## src/sv/mat4mf_pkg.sv

```systemverilog
// ----------------------------------------------------------------------------
// mat4mf_pkg
// Shared types and constants for the 4x4 fixed-point matrix multiplier.
// ----------------------------------------------------------------------------
package mat4mf_pkg;

  localparam int VALUE_WIDTH_DEF = 32;
  localparam int ELEM_W          = 32;
  localparam int IDX_W           = 4;
  localparam int FRAC_W          = 5;
  localparam int PROD_W          = 2 * ELEM_W;
  localparam int ACC_W           = PROD_W + 2;
  localparam logic [FRAC_W-1:0] FRAC_RESET = FRAC_W'(16);

  typedef enum logic [2:0] {
    ST_IDLE,
    ST_MAC,
    ST_LAST,
    ST_FIN,
    ST_OUT
  } seq_state_t;

  typedef struct packed {
    logic mul_en;
    logic acc_clr;
    logic acc_add;
    logic fin_en;
  } mac_ctrl_t;

endpackage

```

## src/sv/mat4_multiply_fixed.sv

```systemverilog
// ----------------------------------------------------------------------------
// mat4_multiply_fixed
// 4x4 signed fixed-point matrix product C = A * B, column-major elements.
// ----------------------------------------------------------------------------
// Usage:
//   in_*  : one transaction writes one element of A (tuser[0]=0) or B
//           (tuser[0]=1). With tuser[1] set, the product is computed after
//           the write and 16 out transactions follow, element 0 through 15.
//   out_* : tdata holds index and saturated value, tuser[0] the saturation
//           flag, tlast marks element 15.
//   cfg_* : writes frac_bits (reset 16); write only while idle.
// Sequencing: after the compute transaction is accepted, each element
//   steps through ST_MAC, ST_LAST, ST_FIN and then ST_OUT, where it is sent.
// Loads without compute are accepted back to back while idle. A compute
//   runs on one shared 32x32 multiply-accumulate: four multiplies, a final
//   add, a shift/saturate step and an output step per element, the output
//   step held until out_tready is high.
// in_tready is low for the whole compute. A stalled receiver holds the
//   current result; the sequencer waits on it.
// Reset clears both matrix stores and restores frac_bits to 16.
// ----------------------------------------------------------------------------
module mat4_multiply_fixed #(
  parameter int VALUE_WIDTH = mat4mf_pkg::VALUE_WIDTH_DEF
) (
  input  logic        clk,
  input  logic        rst_n,
  input  logic        in_tvalid,
  output logic        in_tready,
  input  logic [39:0] in_tdata,   // [3:0] element_index, [35:4] element_value
  input  logic [1:0]  in_tuser,   // [0] which_matrix, [1] compute_now
  output logic        out_tvalid,
  input  logic        out_tready,
  output logic [39:0] out_tdata,  // [3:0] result_index, [35:4] result_value
  output logic [0:0]  out_tuser,  // [0] saturated
  output logic        out_tlast,
  input  logic        cfg_tvalid,
  output logic        cfg_tready,
  input  logic [7:0]  cfg_tdata   // [4:0] frac_bits
);

  localparam int IDX_W  = mat4mf_pkg::IDX_W;
  localparam int ELEM_W = mat4mf_pkg::ELEM_W;

  mat4mf_pkg::seq_state_t state_r, state_nxt;
  mat4mf_pkg::mac_ctrl_t  ctrl;

  logic [1:0]                     k_r, k_nxt;
  logic [IDX_W-1:0]               elem_r, elem_nxt;
  logic                           out_tvalid_r, out_tvalid_nxt;
  logic [mat4mf_pkg::FRAC_W-1:0]  frac_r;
  logic                           in_acc, out_acc;
  logic [ELEM_W-1:0]              op_a, op_b, res_value;
  logic                           res_sat;

  assign in_acc     = in_tvalid && in_tready;
  assign out_acc    = out_tvalid_r && out_tready;
  assign cfg_tready = 1'b1;

  always_ff @(posedge clk) begin
    if (!rst_n) begin
      frac_r <= mat4mf_pkg::FRAC_RESET;
    end else if (cfg_tvalid) begin
      frac_r <= cfg_tdata[mat4mf_pkg::FRAC_W-1:0];
    end
  end

  mat4mf_store u_store (
    .clk       (clk),
    .rst_n     (rst_n),
    .wr_en     (in_acc),
    .wr_sel    (in_tuser[0]),
    .wr_idx    (in_tdata[IDX_W-1:0]),
    .wr_data   (in_tdata[IDX_W+ELEM_W-1:IDX_W]),
    .rd_idx_a  ({k_r, elem_r[1:0]}),
    .rd_idx_b  ({elem_r[3:2], k_r}),
    .rd_data_a (op_a),
    .rd_data_b (op_b)
  );

  mat4mf_mac #(
    .VALUE_WIDTH (VALUE_WIDTH)
  ) u_mac (
    .clk       (clk),
    .ctrl      (ctrl),
    .op_a      (op_a),
    .op_b      (op_b),
    .frac      (frac_r),
    .res_value (res_value),
    .res_sat   (res_sat)
  );

  // next state
  always_comb begin
    state_nxt      = state_r;
    k_nxt          = k_r;
    elem_nxt       = elem_r;
    out_tvalid_nxt = out_tvalid_r;
    case (state_r)
      mat4mf_pkg::ST_IDLE: begin
        if (in_acc && in_tuser[1]) begin
          state_nxt = mat4mf_pkg::ST_MAC;
          k_nxt     = '0;
          elem_nxt  = '0;
        end
      end
      mat4mf_pkg::ST_MAC: begin
        k_nxt = k_r + 2'd1;
        if (k_r == 2'd3) begin
          state_nxt = mat4mf_pkg::ST_LAST;
        end
      end
      mat4mf_pkg::ST_LAST: begin
        state_nxt = mat4mf_pkg::ST_FIN;
      end
      mat4mf_pkg::ST_FIN: begin
        state_nxt      = mat4mf_pkg::ST_OUT;
        out_tvalid_nxt = 1'b1;
      end
      mat4mf_pkg::ST_OUT: begin
        if (out_acc) begin
          out_tvalid_nxt = 1'b0;
          k_nxt          = '0;
          if (elem_r == IDX_W'(15)) begin
            state_nxt = mat4mf_pkg::ST_IDLE;
          end else begin
            elem_nxt  = elem_r + IDX_W'(1);
            state_nxt = mat4mf_pkg::ST_MAC;
          end
        end
      end
      default: begin
        state_nxt      = mat4mf_pkg::ST_IDLE;
        out_tvalid_nxt = 1'b0;
      end
    endcase
  end

  // outputs
  always_comb begin
    ctrl      = '0;
    in_tready = 1'b0;
    case (state_r)
      mat4mf_pkg::ST_IDLE: begin
        in_tready = 1'b1;
      end
      mat4mf_pkg::ST_MAC: begin
        ctrl.mul_en  = 1'b1;
        ctrl.acc_clr = (k_r == 2'd0);
        ctrl.acc_add = (k_r != 2'd0);
      end
      mat4mf_pkg::ST_LAST: begin
        ctrl.acc_add = 1'b1;
      end
      mat4mf_pkg::ST_FIN: begin
        ctrl.fin_en = 1'b1;
      end
      mat4mf_pkg::ST_OUT: begin
        ctrl = '0;
      end
      default: begin
        ctrl = '0;
      end
    endcase
  end

  always_ff @(posedge clk) begin
    if (!rst_n) begin
      state_r      <= mat4mf_pkg::ST_IDLE;
      k_r          <= '0;
      elem_r       <= '0;
      out_tvalid_r <= 1'b0;
    end else begin
      state_r      <= state_nxt;
      k_r          <= k_nxt;
      elem_r       <= elem_nxt;
      out_tvalid_r <= out_tvalid_nxt;
    end
  end

  assign out_tvalid   = out_tvalid_r;
  assign out_tdata    = {4'b0, res_value, elem_r};
  assign out_tuser[0] = res_sat;
  assign out_tlast    = (elem_r == IDX_W'(15));

endmodule

```

## src/sv/mat4mf_store.sv

```systemverilog
// ----------------------------------------------------------------------------
// mat4mf_store
// Left and right operand stores, 16 elements each, cleared on reset.
// ----------------------------------------------------------------------------
module mat4mf_store (
  input  logic                                  clk,
  input  logic                                  rst_n,
  input  logic                                  wr_en,
  input  logic                                  wr_sel,
  input  logic [mat4mf_pkg::IDX_W-1:0]          wr_idx,
  input  logic [mat4mf_pkg::ELEM_W-1:0]         wr_data,
  input  logic [mat4mf_pkg::IDX_W-1:0]          rd_idx_a,
  input  logic [mat4mf_pkg::IDX_W-1:0]          rd_idx_b,
  output logic [mat4mf_pkg::ELEM_W-1:0]         rd_data_a,
  output logic [mat4mf_pkg::ELEM_W-1:0]         rd_data_b
);

  localparam int DEPTH = 1 << mat4mf_pkg::IDX_W;

  logic [mat4mf_pkg::ELEM_W-1:0] left_r  [DEPTH];
  logic [mat4mf_pkg::ELEM_W-1:0] right_r [DEPTH];

  always_ff @(posedge clk) begin
    if (!rst_n) begin
      for (int i = 0; i < DEPTH; i++) begin
        left_r[i]  <= '0;
        right_r[i] <= '0;
      end
    end else if (wr_en) begin
      if (wr_sel) begin
        right_r[wr_idx] <= wr_data;
      end else begin
        left_r[wr_idx] <= wr_data;
      end
    end
  end

  assign rd_data_a = left_r[rd_idx_a];
  assign rd_data_b = right_r[rd_idx_b];

endmodule

```

## src/sv/mat4mf_mac.sv

```systemverilog
// ----------------------------------------------------------------------------
// mat4mf_mac
// Shared multiply-accumulate unit with final arithmetic shift and saturation.
// ----------------------------------------------------------------------------
module mat4mf_mac #(
  parameter int VALUE_WIDTH = mat4mf_pkg::VALUE_WIDTH_DEF
) (
  input  logic                                  clk,
  input  mat4mf_pkg::mac_ctrl_t                 ctrl,
  input  logic [mat4mf_pkg::ELEM_W-1:0]         op_a,
  input  logic [mat4mf_pkg::ELEM_W-1:0]         op_b,
  input  logic [mat4mf_pkg::FRAC_W-1:0]         frac,
  output logic [mat4mf_pkg::ELEM_W-1:0]         res_value,
  output logic                                  res_sat
);

  localparam int ACC_W = mat4mf_pkg::ACC_W;
  localparam logic signed [ACC_W-1:0] MAXV =
    (ACC_W'(1) <<< (VALUE_WIDTH - 1)) - ACC_W'(1);
  localparam logic signed [ACC_W-1:0] MINV = -MAXV - ACC_W'(1);

  logic signed [mat4mf_pkg::PROD_W-1:0] prod_r;
  logic signed [ACC_W-1:0]              acc_r;
  logic signed [ACC_W-1:0]              acc_nxt;
  logic signed [ACC_W-1:0]              shifted;
  logic [mat4mf_pkg::ELEM_W-1:0]        value_r;
  logic                                 sat_r;

  always_ff @(posedge clk) begin
    if (ctrl.mul_en) begin
      prod_r <= $signed(op_a) * $signed(op_b);
    end
  end

  always_comb begin
    acc_nxt = acc_r;
    if (ctrl.acc_clr) begin
      acc_nxt = '0;
    end else if (ctrl.acc_add) begin
      acc_nxt = acc_r + ACC_W'(prod_r);
    end
  end

  always_ff @(posedge clk) begin
    acc_r <= acc_nxt;
  end

  assign shifted = acc_r >>> frac;

  always_ff @(posedge clk) begin
    if (ctrl.fin_en) begin
      if (shifted > MAXV) begin
        value_r <= MAXV[mat4mf_pkg::ELEM_W-1:0];
        sat_r   <= 1'b1;
      end else if (shifted < MINV) begin
        value_r <= MINV[mat4mf_pkg::ELEM_W-1:0];
        sat_r   <= 1'b1;
      end else begin
        value_r <= shifted[mat4mf_pkg::ELEM_W-1:0];
        sat_r   <= 1'b0;
      end
    end
  end

  assign res_value = value_r;
  assign res_sat   = sat_r;

endmodule

```

## config.mk

```make
export PLATFORM = sky130hd
export DESIGN_NAME = mat4_multiply_fixed
export DESIGN_NICKNAME = d
export VERILOG_FILES = /design/src/sv/mat4mf_pkg.sv /design/src/sv/mat4_multiply_fixed.sv /design/src/sv/mat4mf_store.sv /design/src/sv/mat4mf_mac.sv
export SDC_FILE = /design/constraint.sdc
export NUM_CORES = 2
export LEC_CHECK = 0
export BUFFER_PORTS_ARGS = -buffer_cell sky130_fd_sc_hd__buf_2
export CORE_MARGIN = 2
export CORE_UTILIZATION = 56
export CTS_BUF_LIST = sky130_fd_sc_hd__clkbuf_8 sky130_fd_sc_hd__clkbuf_16
export DETAILED_ROUTE_END_ITERATION = 10
export PLACE_DENSITY = 0.75
export REMOVE_ABC_BUFFERS = 1
export SLEW_MARGIN = 20
export SYNTH_ARGS = -nofsm -noshare
export SYNTH_HDL_FRONTEND = slang
export SYNTH_SLANG_ARGS = --single-unit
```

## constraint.sdc

```tcl
create_clock -name clk -period 10.4 [get_ports clk]
set_input_delay 1.04 -clock clk [delete_from_list [all_inputs] [get_ports clk]]
set_output_delay 1.04 -clock clk [all_outputs]
set_load 0.01 [all_outputs]
```

# --- Word-level counts from Yosys, hierarchy flattened ---
# Memories as Yosys holds them, arrays and structs flattened.
# Cells that the tools add are included.
# Widths: inputs -> output; s select.
classes:
  shifts: 1
  addsub: 3
  multipliers: 1
  reduce_logical: 15
  muxes: 35
  n_eq_ne: 10
  n_bitwise: 1
  n_lt_le_gt_ge: 2
op_table:
  columns: ["cell", "count"]
  rows:
  - ["$mux 32", 3]
  - ["$add 66x64->66", 1]
  - ["$gt 66x32->1 const B", 1]
  - ["$lt 66x32->1 const B", 1]
  - ["$sshr 66x5->66", 1]
  - ["$mul 32x32->64", 1]
  - ["$reduce_or 32->1", 2]
  - ["$mux 4", 5]
  - ["$mux 1", 16]
  - ["$pmux 3 s5", 1]
  - ["$mux 3", 3]
  - ["$ne 2x2->1 const B", 4]
  - ["$pmux 4 s2", 1]
  - ["$eq 3x2->1 const B", 2]
  - ["$mux 2", 3]
  - ["$pmux 2 s3", 1]
  - ["$reduce_and 3->1", 2]
  - ["$add 4x1->4 const B", 1]
  - ["$eq 4x4->1 const B", 1]
  - ["$reduce_and 4->1", 1]
  - ["$reduce_bool 2->1", 2]
  - ["$eq 3x1->1 const B", 1]
  - ["$eq 3x3->1 const B", 1]
  - ["$logic_and 1x1->1", 3]
  - ["other kinds (10)", 10]
totals:
  n_memories: 2
  out_inout_bits: 45
  mem_bits_rw: 1024
  inputBits: 55
  register_bits: 178
mem_list:
  columns: ["memory", "words", "word_bits", "read_ports", "rd_clocked_by_memory_dff", "write_ports", "line", "text"]
  rows:
  - ["u_store.left_r", 16, 32, 1, 0, 16, "mat4mf_store.sv:20", "logic [mat4mf_pkg::ELEM_W-1:0] left_r [DEPTH];"]
  - ["u_store.right_r", 16, 32, 1, 0, 16, "mat4mf_store.sv:21", "logic [mat4mf_pkg::ELEM_W-1:0] right_r [DEPTH];"]

# --- Longest topological paths before layout ---
depth:
  ltp_word: 8
  ltp_mapped: 38

# --- Cells and area by module ---
# A second synthesis with hierarchy kept.
unflattened:
  hier_cells: 8359
  area_unflattened_um2: 93312.0
modules_own_cells:
  columns: ["module", "cells_each", "n_inst", "area_per_inst_um2"]
  rows:
  - ["mat4mf_mac", 5353, 1, 49077.1]
  - ["mat4mf_store", 2904, 1, 43371.6]
  - ["mat4_multiply_fixed", 102, 1, 863.3]

# --- Worst setup path before layout ---
# OpenSTA, ideal clock, no wires.
synth_timing:
  path_type: "reg-to-reg"
  startpoint: "reg k_r[0]"
  endpoint: "reg u_mac.prod_r[63] (netlist bit) (data pin)"
  synth_period_minus_slack_ns: 10.298
  setup_time_ns: 0.260
  stages_incl_launch_ff: 33
  path_buffers: 5
  setup_slack_ns: 0.102
  t_required_ns: 10.140
  arrival_time_ns: 10.038
  cell_sequence: "dfxtp_1 -> buf_2 -> clkbuf_1 -> buf_1 -> mux4_2 -> mux4_2 -> clkbuf_1 -> nand2_1 -> inv_1 -> fa_1 -> inv_1 -> fa_1 -> inv_1 -> fa_1 -> fa_1 -> inv_1 -> fa_1 -> inv_1 -> fa_1 -> fa_1 -> fa_1 -> ha_1 -> clkbuf_1 -> a21o_1 -> a21o_1 -> a221oi_1 -> o21ai_0 -> a2111oi_0 -> a21oi_1 -> a21oi_1 -> o21ai_0 -> a21oi_1 -> xnor2_1"
synth_via:
  elab_chain_cells: 2
  word_cells_on_any_way: 3
  classes_between: "mul (1); memory (2)"
synth_rtl:
  columns: ["item", "line", "text"]
  rows:
  - ["start, declared", "mat4_multiply_fixed.sv:47", "logic [1:0] k_r, k_nxt;"]
  - ["start signal, assigned", "mat4_multiply_fixed.sv:174", "k_r <= k_nxt;"]
  - ["$mem_v2 16x32 (on tied branches)", null, null]
  - ["$mul 32x32->64 (*)", "mat4mf_mac.sv:31", "prod_r <= $signed(op_a) * $signed(op_b);"]
  - ["end signal, assigned", "mat4mf_mac.sv:31", null]
  - ["end, declared", "mat4mf_mac.sv:22", "logic signed [mat4mf_pkg::PROD_W-1:0] prod_r;"]
# Mark *: on every way between the ends. The rest lies on a longest branch, timed or not.
# A chain may end at the register's enable or synchronous reset.

# --- Worst setup path in the final report ---
# Ends and elaborated chain as after synthesis.

==> summary.txt <==
Detailed routing
  • Initial DRC Count: about 6700
  • Detailed-route via count: 63000
  • Wirelength per Cell: around 24 um
  • ANT nets after route: 0
  • DRC errors left: 0
  • Drt via density: 5.94
  • TritonRoute pass-1 iters: 5
  • Drt total wl: 255000 um

Synth
  • FF+latch count, synth: 1202
  • Unique masters post-synth: 86
  • Post-synth top flop: edfxtp_1
  • Syn. warnings: 0
  • Synth area leaders: edfxtp_1, fa_1, mux4_2
  • Synth top area share: 35.4%
  • Post-synth EDFFs: 1121
  • Seq/Total Area, Yosys: 37.1%
  • Synthesized area per cell: about 11 sq um
  • Mapped cell area: 0.0951 sq mm
  • Ys async rst share: 0%
  • Top cell type by total area after synthesis: edfxtp_1
  • Gate Count Post-Synth: 8367

Finish
  • Fin util: 61.0%
  • Layout Nets: 9676
  • P&R area growth vs syn: 8.46%
  • Final instance area: between 0.1 and 0.15 sq mm
  • Share of cells above drive strength 1: 12.3%

GRT
  • Largest net degree at the start of global routing: 74
  • All-Layer GR Usage: 29.9%
  • First-pass GRT wire length: about 390000 um
  • GR Overflow Total: 0
  • Initial antenna violation count: 7
  • Vias in the first global route: 66700

Floorplan
  • Starting Density: 56.2%
  • DIE AREA: 0.173 sq mm
  • Die W: ~420 um
  • Core ar.: 0.169 sq mm
  • Die Y: 416 um
  • Row count: 151
  • Io pins: 100

Placement
  • Post-DP HPWL: about 180000 um
  • Dpl cell area: 0.0991 sq mm
  • GP Congestion: 0.974
  • Port Buffers: 87

Setup path
  • Crit path max fanout: 19
  • Top cell family by delay on the critical path: adder cells
  • Critical Path RT: between 10 and 15 ns
  • Critical path startpoint category: register
  • Max stage delay on crit path: 0.64 ns
  • Setup Crit Path Kind: register to register
  • Most frequent CP cell: fa_1
  • Worst path arrival time: ~11 ns
  • Buf/Inv on CP: 5
  • Worst setup EP type: register
  • Critical-path top delay cell: fa_1

Timing
  • Period utilization: 96.3%
  • Hold Vio Cnt, Final: 0
  • Max frequency: 0.0999 GHz
  • # setup viols final: 0
  • Post-layout min period: 10.01 ns
  • Slew HR: 23.9%
  • RSZ-0062 raised after global routing: false
  • Max-slew violations: 0
  • Clock skew: between 0.1 and 0.15 ns
  • Worst Max-Slew Pin Slew: 1.14 ns

Clock network
  • CTS Root Cell: clkbuf_16
  • CTS sink cnt: 1202
  • H-tree Lvls: 3
  • Skew-Pair Late Insertion Delay: ~0.83 ns
  • Clk pin slew, worst setup/hold paths: 0.07 ns
  • Setup Buffers After CTS: 0
  • CTS tree: built
  • Clock buffer depth: 3
  • Cts bufs inserted: 121

Outcome
  • Outcome: finished clean

Job
  • Max_cap viols: 0

Worst hold path
  • Worst hold path class: register to register
-- sequential cells by signal, indices dropped and copies added (netlist names) --
| signal | cells |
|---|---|
| k_r | 2 |
| frac_r | 5 |
| u_mac.res_sat | 1 |
| u_mac.acc_r | 66 |
| u_store.left_r | 512 |
| state_r | 3 |
| elem_r | 4 |
| u_store.right_r | 512 |
| out_tvalid | 1 |
| u_mac.prod_r | 64 |
| u_mac.res_value | 32 |
-- worst min-delay path, delay by kind of cell (launching register included) --
family | cells | cell delay (ns)
flops | 1 | 0.33
compound gates | 1 | 0.07
simple gates | 1 | 0.06
-- kinds of logic after synthesis --
logic type               after synthesis  share of synthesized area [%]
other                                  2                        0.00790
flip-flops                          1202                           37.1
XOR/XNOR                             134                           1.23
adder cells (fa/ha/maj)             1335                           26.1
buffers and inverters               1657                           6.72
multiplexers                         434                           9.05
AND/OR/NAND/NOR                     2838                           14.9
AO/OA/AOI/OAI                        765                           4.90
-- cell type report --
class	instances	area (sq um)
fillers	13000	65900
inverters	1068	4010
multi-input cells	5511	54000
diodes	4	10.0
clock inverters	100	862
well taps	2218	2780
clock buffers	128	3170
repair buffers	382	3040
flip-flops and latches	1202	35300
-- synthesized netlist by cell type (78+ instances only) --
cell type  count
edfxtp_1    1121
fa_1        1083
and2_1      1066
inv_1       1060
nand2_1      818
nor2_1       595
clkbuf_1     494
mux4_2       320
ha_1         252
o21ai_0      238
a21oi_1      206
a21o_1        94
dfxtp_1       81
nand2b_1      78
-- routing by layer --
layer | share of wire (%) | up-vias | track usage [%]
met4 | 5.3 | 8 | 13.5
li1 | - | 27200 | -
met5 | 0.023 | - | 0
met1 | 38 | 31900 | 38.6
met3 | 9.6 | 646 | 6.05
met2 | 47 | 3263 | 49.0
-- cell usage in the layout, fill, tap and decap left out, types with 204 or more instances in the layout --
cell and count:
edfxtp_1 1121, fa_1 1083, inv_1 1082, and2_1 1066
nand2_1 818, nor2_1 571, mux4_2 320, buf_4 266
ha_1 252, a21oi_1 204
-- through the flow --
stage	TNS (ns)	hold slack (ns)	setup WS [ns]	std cells
global route	0	0.556	0.0556	10600
finish	0	0.505	0.390	10600
floorplan	-265.81	0.463	-5.92	7781
CTS	0	0.506	0.495	10600
global placement	0	0.485	0.553	10400
detailed placement	0	0.496	0.500	10400
-- repair_timing --
action,in CTS,in global routing
resized for setup,0,1
endpoints found under the setup margin,0,2
hold buffers,0,0
-- path summary, 6_finish.rpt --
kind | endpoint | cells past startpoint | start | slack (ns)
worst min register to register | out_tvalid | 2 | out_tvalid | 0.51
worst min-delay path | out_tvalid | 2 | out_tvalid | 0.51
worst max-delay path | u_mac.prod_r[63] | 30 | k_r[0] | 0.39
worst max register to register | u_mac.prod_r[63] | 30 | k_r[0] | 0.39
Power is not shown: default switching activity piles up to over one toggle a cycle in this logic, so the estimate is an artifact.
